File: config.mk
export PLATFORM = sky130hd
export DESIGN_NAME = lru_page_cache_directory
export DESIGN_NICKNAME = d
export VERILOG_FILES = /design/src/rtl/core/lpcd_pkg.sv /design/src/rtl/core/lru_page_cache_directory.sv
export VERILOG_INCLUDE_DIRS = /design/src /design/src/rtl/core
export SDC_FILE = /design/constraint.sdc
export NUM_CORES = 1
export LEC_CHECK = 0
export BUFFER_PORTS_ARGS = -buffer_cell sky130_fd_sc_hd__buf_2
export CAP_MARGIN = 20
export CORE_ASPECT_RATIO = 1.2
export CORE_MARGIN = 3
export CORE_UTILIZATION = 40
export DETAILED_ROUTE_END_ITERATION = 16
export GPL_TIMING_DRIVEN = 0
export HOLD_SLACK_MARGIN = 0.02
export PLACE_DENSITY = 0.55
export SYNTH_ARGS = -nofsm -noshare
export SYNTH_HDL_FRONTEND = slang
export SYNTH_SLANG_ARGS = --single-unit
File: constraint.sdc
create_clock -name clk -period 7.5 [get_ports clk]
set_input_delay 1.125 -clock clk [delete_from_list [all_inputs] [get_ports clk]]
set_output_delay 1.125 -clock clk [all_outputs]
set_load 0.01 [all_outputs]
File: src/rtl/core/lru_page_cache_directory_defines.svh
// Assertion macros for the page cache directory.
// Each macro expects signals named clk and rst_n in the including module.
`ifndef LRU_PAGE_CACHE_DIRECTORY_DEFINES_SVH
`define LRU_PAGE_CACHE_DIRECTORY_DEFINES_SVH

// Same-cycle implication, checked outside reset.
`define LPCD_ASSERT_IMPL(label, ante, cons) \
    label: assert property (@(posedge clk) disable iff (!rst_n) (ante) |-> (cons)) \
        else $error("lpcd assertion failed");

// Next-cycle implication, checked outside reset.
`define LPCD_ASSERT_NEXT(label, ante, cons) \
    label: assert property (@(posedge clk) disable iff (!rst_n) (ante) |=> (cons)) \
        else $error("lpcd assertion failed");

`endif

File: src/rtl/core/lpcd_pkg.sv
// Package for the page cache directory: command codes and item types.
// No dependencies; used by lru_page_cache_directory.
`default_nettype none

package lpcd_pkg;

    typedef enum logic [1:0] {
        CMD_GET     = 2'd0,
        CMD_NEW     = 2'd1,
        CMD_DIRTY   = 2'd2,
        CMD_RELEASE = 2'd3
    } cmd_t;

    typedef struct packed {
        cmd_t        command;
        logic [7:0]  file_id;
        logic [31:0] page_ref;
        logic [3:0]  slot_sel;
    } req_item_t;

    typedef struct packed {
        logic [3:0]  slot;
        logic        hit;
        logic        fetch_needed;
        logic        writeback;
        logic [7:0]  writeback_file;
        logic [31:0] writeback_page;
        logic        last;
    } rsp_item_t;

    typedef struct packed {
        logic [7:0]  file_id;
        logic [31:0] page_ref;
    } tag_t;

endpackage

`default_nettype wire

File: src/rtl/core/lru_page_cache_directory.sv
// Page cache directory with least-recently-used slot replacement.
// Depends on lpcd_pkg and lru_page_cache_directory_defines.svh.
//
// Usage: commands arrive on the req channel and results leave on the rsp
// channel, both valid/ready; an item moves when valid and ready are high.
// A get, new-page or mark-dirty item gives one result with last set. A
// release item gives one result per dirty slot of the file, then a final
// result with last set. The tag store is a single-port memory scanned by one
// comparator, one slot per cycle, and the recency list is a ring rotated
// once per cycle through its head. A get scans until a hit or the last
// slot, a miss or new page installs at the least recent slot, and each
// then turns the ring through all N slots; a release scans every slot.
// One item is in work at a time; req_ready is low until its final result
// sits in the output register. The output register lets the next item be
// accepted while that result waits. When the receiver stalls, a release
// holds its scan until the output register frees up.
// After reset all slots are unbound and clean and the recency order runs
// from slot 0 (least recent) to slot N-1; no clearing pass is needed.
`default_nettype none

`include "lru_page_cache_directory_defines.svh"

module lru_page_cache_directory #(
    parameter int SLOT_COUNT = 16
) (
    input  wire logic              clk,
    input  wire logic              rst_n,
    input  wire logic              req_valid,
    output logic                   req_ready,
    input  wire lpcd_pkg::req_item_t req,
    output logic                   rsp_valid,
    input  wire logic              rsp_ready,
    output lpcd_pkg::rsp_item_t    rsp
);

    localparam int SW = $clog2(SLOT_COUNT);
    localparam logic [SW-1:0] LAST_IDX = SW'(SLOT_COUNT - 1);

    typedef enum logic [2:0] {
        ST_IDLE,
        ST_LOOK,
        ST_INSTALL,
        ST_ROT,
        ST_EMIT,
        ST_REL
    } state_t;

    state_t                 state_reg, state_next;
    logic [SW-1:0]          idx_reg, idx_next;
    logic [SW-1:0]          rot_reg, rot_next;
    logic [SW-1:0]          s_reg, s_next;
    logic                   found_reg, found_next;
    logic                   fetch_reg, fetch_next;
    logic [7:0]             file_reg, file_next;
    logic [31:0]            page_reg, page_next;
    lpcd_pkg::rsp_item_t    pend_reg, pend_next;
    lpcd_pkg::rsp_item_t    out_reg, out_next;
    logic                   out_valid_reg, out_valid_next;
    logic [SLOT_COUNT-1:0]  valid_reg, valid_next;
    logic [SLOT_COUNT-1:0]  dirty_reg, dirty_next;
    logic [SW-1:0]          order_reg [SLOT_COUNT];
    logic [SW-1:0]          order_next [SLOT_COUNT];

    lpcd_pkg::tag_t         tag_mem [SLOT_COUNT];
    lpcd_pkg::tag_t         mem_q;
    logic [SW-1:0]          rd_addr;
    logic                   mem_we;

    logic                   out_free;
    logic                   out_load;
    logic                   sel_ok;
    logic [SW-1:0]          sel_idx;
    logic [SW-1:0]          victim;
    logic                   victim_wb;
    logic                   head_is_s;
    logic [SW-1:0]          push;
    logic                   rel_match;
    logic                   advance;

    assign req_ready = (state_reg == ST_IDLE);
    assign rsp_valid = out_valid_reg;
    assign rsp       = out_reg;

    assign out_free  = !out_valid_reg || rsp_ready;
    assign sel_ok    = 32'(req.slot_sel) < 32'(SLOT_COUNT);
    assign sel_idx   = SW'(req.slot_sel);
    assign victim    = order_reg[0];
    assign victim_wb = valid_reg[victim] && dirty_reg[victim];
    assign head_is_s = (order_reg[0] == s_reg);
    assign push      = (found_reg || head_is_s)
                     ? ((rot_reg == LAST_IDX) ? s_reg : order_reg[1])
                     : order_reg[0];
    assign rel_match = valid_reg[idx_reg] && (mem_q.file_id == file_reg);

    always_comb
    begin
        state_next     = state_reg;
        idx_next       = idx_reg;
        rot_next       = rot_reg;
        s_next         = s_reg;
        found_next     = found_reg;
        fetch_next     = fetch_reg;
        file_next      = file_reg;
        page_next      = page_reg;
        pend_next      = pend_reg;
        out_next       = out_reg;
        out_valid_next = out_valid_reg && !rsp_ready;
        out_load       = 1'b0;
        valid_next     = valid_reg;
        dirty_next     = dirty_reg;
        order_next     = order_reg;
        rd_addr        = idx_reg;
        mem_we         = 1'b0;
        advance        = 1'b1;

        case (state_reg)
            ST_IDLE:
            begin
                if (req_valid)
                begin
                    file_next = req.file_id;
                    page_next = req.page_ref;
                    idx_next  = '0;
                    rd_addr   = '0;
                    case (req.command)
                        lpcd_pkg::CMD_GET:
                        begin
                            state_next = ST_LOOK;
                        end
                        lpcd_pkg::CMD_NEW:
                        begin
                            rd_addr    = victim;
                            fetch_next = 1'b0;
                            state_next = ST_INSTALL;
                        end
                        lpcd_pkg::CMD_DIRTY:
                        begin
                            if (sel_ok && valid_reg[sel_idx])
                            begin
                                dirty_next[sel_idx] = 1'b1;
                            end
                            pend_next      = '0;
                            pend_next.slot = req.slot_sel;
                            pend_next.last = 1'b1;
                            state_next     = ST_EMIT;
                        end
                        lpcd_pkg::CMD_RELEASE:
                        begin
                            state_next = ST_REL;
                        end
                        default:
                        begin
                            state_next = ST_IDLE;
                        end
                    endcase
                end
            end
            ST_LOOK:
            begin
                if (valid_reg[idx_reg] && mem_q.file_id == file_reg
                    && mem_q.page_ref == page_reg)
                begin
                    s_next         = idx_reg;
                    pend_next      = '0;
                    pend_next.slot = 4'(idx_reg);
                    pend_next.hit  = 1'b1;
                    pend_next.last = 1'b1;
                    rot_next       = '0;
                    found_next     = 1'b0;
                    state_next     = ST_ROT;
                end
                else if (idx_reg == LAST_IDX)
                begin
                    rd_addr    = victim;
                    fetch_next = 1'b1;
                    state_next = ST_INSTALL;
                end
                else
                begin
                    idx_next = idx_reg + 1'b1;
                    rd_addr  = idx_reg + 1'b1;
                end
            end
            ST_INSTALL:
            begin
                pend_next              = '0;
                pend_next.slot         = 4'(victim);
                pend_next.fetch_needed = fetch_reg;
                pend_next.writeback    = victim_wb;
                if (victim_wb)
                begin
                    pend_next.writeback_file = mem_q.file_id;
                    pend_next.writeback_page = mem_q.page_ref;
                end
                pend_next.last     = 1'b1;
                mem_we             = 1'b1;
                valid_next[victim] = 1'b1;
                dirty_next[victim] = 1'b0;
                s_next             = victim;
                rot_next           = '0;
                found_next         = 1'b0;
                state_next         = ST_ROT;
            end
            ST_ROT:
            begin
                for (int k = 0; k < SLOT_COUNT - 1; k++)
                begin
                    order_next[k] = order_reg[k+1];
                end
                order_next[SLOT_COUNT-1] = push;
                found_next = found_reg || head_is_s;
                rot_next   = rot_reg + 1'b1;
                if (rot_reg == LAST_IDX)
                begin
                    state_next = ST_EMIT;
                end
            end
            ST_EMIT:
            begin
                if (out_free)
                begin
                    out_next       = pend_reg;
                    out_valid_next = 1'b1;
                    out_load       = 1'b1;
                    state_next     = ST_IDLE;
                end
            end
            ST_REL:
            begin
                if (rel_match && dirty_reg[idx_reg])
                begin
                    if (out_free)
                    begin
                        out_next                = '0;
                        out_next.slot           = 4'(idx_reg);
                        out_next.writeback      = 1'b1;
                        out_next.writeback_file = mem_q.file_id;
                        out_next.writeback_page = mem_q.page_ref;
                        out_valid_next          = 1'b1;
                        out_load                = 1'b1;
                    end
                    else
                    begin
                        advance = 1'b0;
                    end
                end
                if (advance)
                begin
                    if (rel_match)
                    begin
                        valid_next[idx_reg] = 1'b0;
                        dirty_next[idx_reg] = 1'b0;
                    end
                    if (idx_reg == LAST_IDX)
                    begin
                        pend_next      = '0;
                        pend_next.last = 1'b1;
                        state_next     = ST_EMIT;
                    end
                    else
                    begin
                        idx_next = idx_reg + 1'b1;
                        rd_addr  = idx_reg + 1'b1;
                    end
                end
            end
            default:
            begin
                state_next = ST_IDLE;
            end
        endcase
    end

    always_ff @(posedge clk)
    begin
        if (mem_we)
        begin
            tag_mem[victim] <= '{file_id: file_reg, page_ref: page_reg};
        end
        mem_q <= tag_mem[rd_addr];
    end

    always_ff @(posedge clk or negedge rst_n)
    begin
        if (!rst_n)
        begin
            state_reg     <= ST_IDLE;
            idx_reg       <= '0;
            rot_reg       <= '0;
            s_reg         <= '0;
            found_reg     <= 1'b0;
            fetch_reg     <= 1'b0;
            file_reg      <= '0;
            page_reg      <= '0;
            pend_reg      <= '0;
            out_reg       <= '0;
            out_valid_reg <= 1'b0;
            valid_reg     <= '0;
            dirty_reg     <= '0;
            for (int k = 0; k < SLOT_COUNT; k++)
            begin
                order_reg[k] <= SW'(k);
            end
        end
        else
        begin
            state_reg     <= state_next;
            idx_reg       <= idx_next;
            rot_reg       <= rot_next;
            s_reg         <= s_next;
            found_reg     <= found_next;
            fetch_reg     <= fetch_next;
            file_reg      <= file_next;
            page_reg      <= page_next;
            pend_reg      <= pend_next;
            out_reg       <= out_next;
            out_valid_reg <= out_valid_next;
            valid_reg     <= valid_next;
            dirty_reg     <= dirty_next;
            order_reg     <= order_next;
        end
    end

    `LPCD_ASSERT_IMPL(a_out_no_overwrite, out_load, !out_valid_reg || rsp_ready)
    `LPCD_ASSERT_NEXT(a_install_binds, state_reg == ST_INSTALL, valid_reg[s_reg])
    `LPCD_ASSERT_IMPL(a_rot_found, state_reg == ST_ROT && rot_reg == LAST_IDX, found_reg || head_is_s)
    `LPCD_ASSERT_NEXT(a_rot_tail, state_reg == ST_ROT && rot_reg == LAST_IDX, order_reg[SLOT_COUNT-1] == $past(s_reg))

endmodule

`default_nettype wire
### Word level (Yosys, flattened, before mapping)

Memory sizes are Yosys's and may differ from the RTL's. A register that Yosys moved wholly into a read port is not among the register bits.
Cells that the tools add are included.

| cells by class | value |
|---|---|
| add/subtract/negate cells | 2 |
| multipliers | 0 |
| divide/modulo/power cells | 0 |
| magnitude comparators | 6 |
| eq/ne operators | 28 |
| shifts and indexed selects | 0 |
| muxes and demuxes | 77 |
| bitwise gates (word level) | 7 |
| reduce and logical (&&, ||, !) cells | 32 |

Operators by type and width:

| operator | count |
|---|---|
| $mux W48 | 8 |
| $pmux W48 S4 | 1 |
| $mux W16 | 7 |
| $pmux W48 S2 | 1 |
| $and A16 B16 Y16 | 3 |
| $mux W4 | 12 |
| $pmux W16 S3 | 1 |
| $mux W40 | 1 |
| $pmux W4 S3 | 3 |
| $eq A32 B32 Y1 | 1 |
| $not A16 Y16 | 2 |
| $or A16 B16 Y16 | 2 |
| $pmux W16 S2 | 1 |
| $ne A2 B2 Y1 const B | 11 |
| $mux W1 | 21 |
| $mux W3 | 7 |
| $bmux W1 S4 | 5 |
| $pmux W3 S6 | 1 |
| $reduce_and A6 Y1 | 3 |
| $lt A4 B5 Y1 const B | 3 |
| $demux W1 S4 | 3 |
| $ge A4 B1 Y1 const B | 3 |
| $pmux W3 S4 | 1 |
| $reduce_bool A3 Y1 | 3 |
| other kinds (25) | 48 |

| storage, ports and cells | value |
|---|---|
| register bits | 250 |
| bits in latches | 0 |
| memory bits (writable) | 640 |
| ROM bits | 0 |
| bits of input ports | 50 |
| memories kept | 1 |

Memories:

| name | depth | bits a word | rd ports | clocked after memory_dff | wr ports | RTL line | RTL |
|---|---|---|---|---|---|---|---|
| tag_mem | 16 | 40 | 1 | 1 | 1 | lru_page_cache_directory.sv:64 | `lpcd_pkg::tag_t tag_mem [SLOT_COUNT];` |

### Depth between registers and ports, before layout

| logic depth | value |
|---|---|
| word-level depth | 9 |
| gate-level depth with buffers | 15 |
| depth with buffers taken out | 10 |

### Worst setup path before layout

OpenSTA, ideal clock, no wires.

| timing | value |
|---|---|
| path type | flip-flop to flip-flop |
| start point | register order_reg (netlist bit victim[0]) |
| end point | memory tag_mem[0][0] (netlist bit), enable pin |
| arrival time | 4.305 ns |
| required time | 7.009 ns |
| slack | 2.704 ns |
| stages on the path, launching flop included | 7 |
| clock period less this slack | 4.796 ns |
| path through | dfrtp_1 clkbuf_1 buf_1 clkbuf_1 or3_1 clkbuf_1 nor3_1 |

RTL lines:

| item | RTL line | RTL |
|---|---|---|
| start: declaration | lru_page_cache_directory.sv:61 | `logic [SW-1:0] order_reg [SLOT_COUNT];` |
| start signal: indexed assignment | lru_page_cache_directory.sv:302 | `order_reg[k] <= SW'(k);` |
| start signal: assignment | lru_page_cache_directory.sv:320 | `order_reg <= order_next;` |
| end: declaration | lru_page_cache_directory.sv:64 |  |

Straight into the memory's write port.

### Final worst setup path

| timing | value |
|---|---|
| start point | register page_reg[20] |
| end point | register mem_q[21] (netlist name) |

| on the way | value |
|---|---|
| longest elaborated chain between the ends | 4 |

RTL lines:

| item | RTL line | RTL |
|---|---|---|
| start: declaration | lru_page_cache_directory.sv:55 | `logic [31:0] page_reg, page_next;` |
| start signal: assignment | lru_page_cache_directory.sv:314 | `page_reg <= page_next;` |
| $eq A32 B32 Y1 | lru_page_cache_directory.sv:161 | `&& mem_q.page_ref == page_reg)` |
| $logic_and A1 B1 Y1 | lru_page_cache_directory.sv:161 |  |
| $mux W4 | lru_page_cache_directory.sv:160 | `if (valid_reg[idx_reg] && mem_q.file_id == file_reg` |
| $pmux W4 S3 | lru_page_cache_directory.sv:116 | `case (state_reg)` |

No other way between the ends.
A chain may end at the register's enable or synchronous reset.

==> summary.md <==
| Metric | Value |
|---|---|
| Via count | 21000 |
| GRT Util Overall | 21.1% |
| Syn_area_per_cell | 16.3 µm² |
| Outcome | finished, final reports clean |
| Largest net degree at the start of global routing | 111 |
| Gpl congestion | 0.845 |
| Row count | 121 |
| CTS Hold Bufs | 0 |
| HP Class | in -> async |
| R2R setup slack | 2.51 ns |
| CORE AREA | 91000 µm² |
| Rel. slew slack | 24.5% |
| 1st-iter DRT viols | 1973 |
| Nets | 2537 |
| Yosys reg bits | 930 |
| Synthesized area | 36800 µm² |
| Most common cell after layout, fill and taps aside | edfxtp_1 |
| Util after Layout | 47.3% |
| First-pass GRT wire length | 146000 µm |
| Crit Path Max Fanout | 18 |
| Initial Util | 40.4% |
| Setup ws final | 2.51 ns |
| Asr flop ratio synth | 26.9% |
| Post-route design area | 43000 µm² |
| Area Growth Syn to Fin | 17.0% |
| Filler cell count in the final layout | 7820 |
| Final period utilization | 66.6% |
| R2r endpoint | mem_q[21]$_DFF_P_ |
| Slew Viols, Final | 0 |
| Vias per std cell | 5.54 |
| H-tree levels | 3 |
| I/O pins | 100 |
| Total power | 17600 µW |
| Reg clk slew, reported paths | 0.06 ns |
| Die height | 338 µm |
| Post-synth EDFFs | 640 |
| Post-route ant nets | 0 |
| Critical Path AT | 5.53 ns |
| Vias in the first global route | 21700 |
| CP Capture Type | register |
| FF-to-FF Start | page_reg[20]$_DFFE_PN0P_ |
| Final WL | 99600 µm |
| Fin. Hold Viols | 0 |
| Slew @ Worst Pin | 1.12 ns |
| CTS max path bufs | 3 |
| DRC Markers | 0 |
| Syn nets | 2307 |
| CP Class | reg -> reg |
| Syn Inst Count | 2248 |
| HPWL Detailed | 66500 µm |
| Initial antenna violation count | 3 |
| Unrepaired setup endpoints after global routing | false |
| Sequential area share after synthesis | 71.6% |
| Final setup viols | 0 |
| Worst Setup SP | page_reg[20]$_DFFE_PN0P_ |
| Per-cell routed wire length | 26.3 µm |
| Peak VDD IR | 0.000231 V |
| Critical path required time | 8.03 ns |
| Clk_skew | 0.0259 ns |
| Worst skew pair latency | 0.66 ns |
| Final min period | 4.99 ns |
| Yosys warns | 0 |
| Share of cells above drive strength 1 | 24.0% |
| Placed Area | 39500 µm² |
| CTS tree | built |
| Die area | 95600 µm² |
| Total congestion overflow | 0 |
| Max Cap Viol | 0 |
| Startpoint types | register |
| Ys flop type | edfxtp_1 |
| Root buf cell | clkbuf_16 |
| Max reg flops | 640 |
| Post-Place Worst Slack | 2.63 ns |
| F_max | 0.200 GHz |
| Cell area power density | 410 nW/µm² |
| Leakage | 0.0154 µW |
| Die W | 283 µm |
| Sink Count | 930 |
| R2R depth | 12 |
| Number of gates resized after cts | 0 |
| TritonCTS buffer count | 95 |
| Commonest non-fill, non-tap cells in the layout | edfxtp_1, nand2_1, dfrtp_1, mux4_2, buf_2 |
| Pre-antenna DRT Iters | 5 |
| Post-CTS Setup Inserts | 0 |
| Synth unique cells | 62 |
| Port bufs | 98 |
## critical path: stages, from the launching register on
cell	delay, ns
dfrtp_1	0.57
xnor2_1	0.40
nand4_1	0.28
nor4_1	0.85
o2111a_1	0.36
buf_2	0.27
o311ai_1	0.16
o32ai_1	0.44
buf_2	0.36
buf_2	0.43
mux4_2	0.38
a22oi_1	0.26
nand2_1	0.08
## Yosys cell counts (all sizes together) (4+ instances only)
cell type | instances | area (µm²)
edfxtp | 640 | 19200
nand2 | 341 | 1280
dfrtp | 218 | 5460
mux4 | 164 | 3690
o21ai | 100 | 500
a22oi | 81 | 608
clkbuf | 81 | 304
nor2 | 73 | 277
mux2i | 63 | 631
buf | 51 | 319
mux2 | 50 | 563
a21oi | 44 | 220
a22o | 43 | 377
dfxtp | 40 | 801
xnor2 | 36 | 315
dfstp | 32 | 841
nand3 | 17 | 85.1
a31oi | 14 | 93.8
inv | 12 | 45.0
nor3 | 12 | 60.1
nand2b | 11 | 68.8
ha | 9 | 113
nand4 | 9 | 56.3
o211ai | 9 | 67.6
a21o | 8 | 60.1
and2 | 8 | 50.1
xor2 | 8 | 70.1
a311oi | 6 | 52.6
and3 | 6 | 37.5
nor2b | 6 | 37.5
or2 | 6 | 37.5
nor4 | 5 | 31.3
o31ai | 5 | 37.5
or3 | 5 | 31.3
a221o | 4 | 40.0
a221oi | 4 | 35.0
o22ai | 4 | 25.0
## area by class of cell
cell class / count / area [µm²] / share of cell area [%]
flip-flops and latches: 930 / 26300 / 61.2
multi-input cells: 1174 / 9870 / 22.9
clock buffers: 119 / 2630 / 6.11
well taps: 1230 / 1540 / 3.58
repair buffers: 133 / 1130 / 2.64
clock inverters: 59 / 861 / 2.00
plain buffers: 132 / 623 / 1.45
inverters: 12 / 45.0 / 0.105
diodes: 1 / 2.50 / 0.00582
## how the worst max path moves through the flow
stage                                           to  cells after the start
final                            mem_q[21]$_DFF_P_                     12
after global routing             mem_q[10]$_DFF_P_                     12
after CTS                        mem_q[10]$_DFF_P_                     12
after detailed placement          mem_q[8]$_DFF_P_                     12
after global placement    tag_mem[0][28]$_DFFE_PP_                      6
after floorplan            tag_mem[0][0]$_DFFE_PP_                      6
## metrics by stage
stage / setup TNS (ns) / hold slack [ns] / instances
finish: 0 / 0.429 / 3790
global route: 0 / 0.469 / 3789
CTS: 0 / 0.429 / 3789
detailed placement: 0 / 0.449 / 3611
global placement: -153.51 / 0.445 / 3576
floorplan: 0 / 0.435 / 2248
## routing by layer
layer	wire (µm)	GRT usage, %	part of all wire, %
met1	41500	28.1	42
met2	49500	35.7	50
met3	5700	3.19	5.7
met4	2890	7.01	2.9
met5	0	0	0
## cells by family (layout without fill, tap and decap cells)
logic type,after synthesis,in the layout,synth area share (%)
other cells,0,1,0
simple gates,501,501,5.63
compound gates,343,343,6.30
xor+xnor,44,44,1.05
flops,930,930,71.6
buf+inv,144,455,1.82
fa+ha+maj,9,9,0.306
mux,277,277,13.3
## power breakdown
group,switching [µW],total (µW),leakage (µW),internal [µW]
sequential,827,7350,0.00928,6520
clock,2040,5200,0.00171,3160
combinational,2840,5080,0.00445,2230
total,5710,17600,0.0154,11900
No activity file was read; power rests on OpenSTA's default activity.
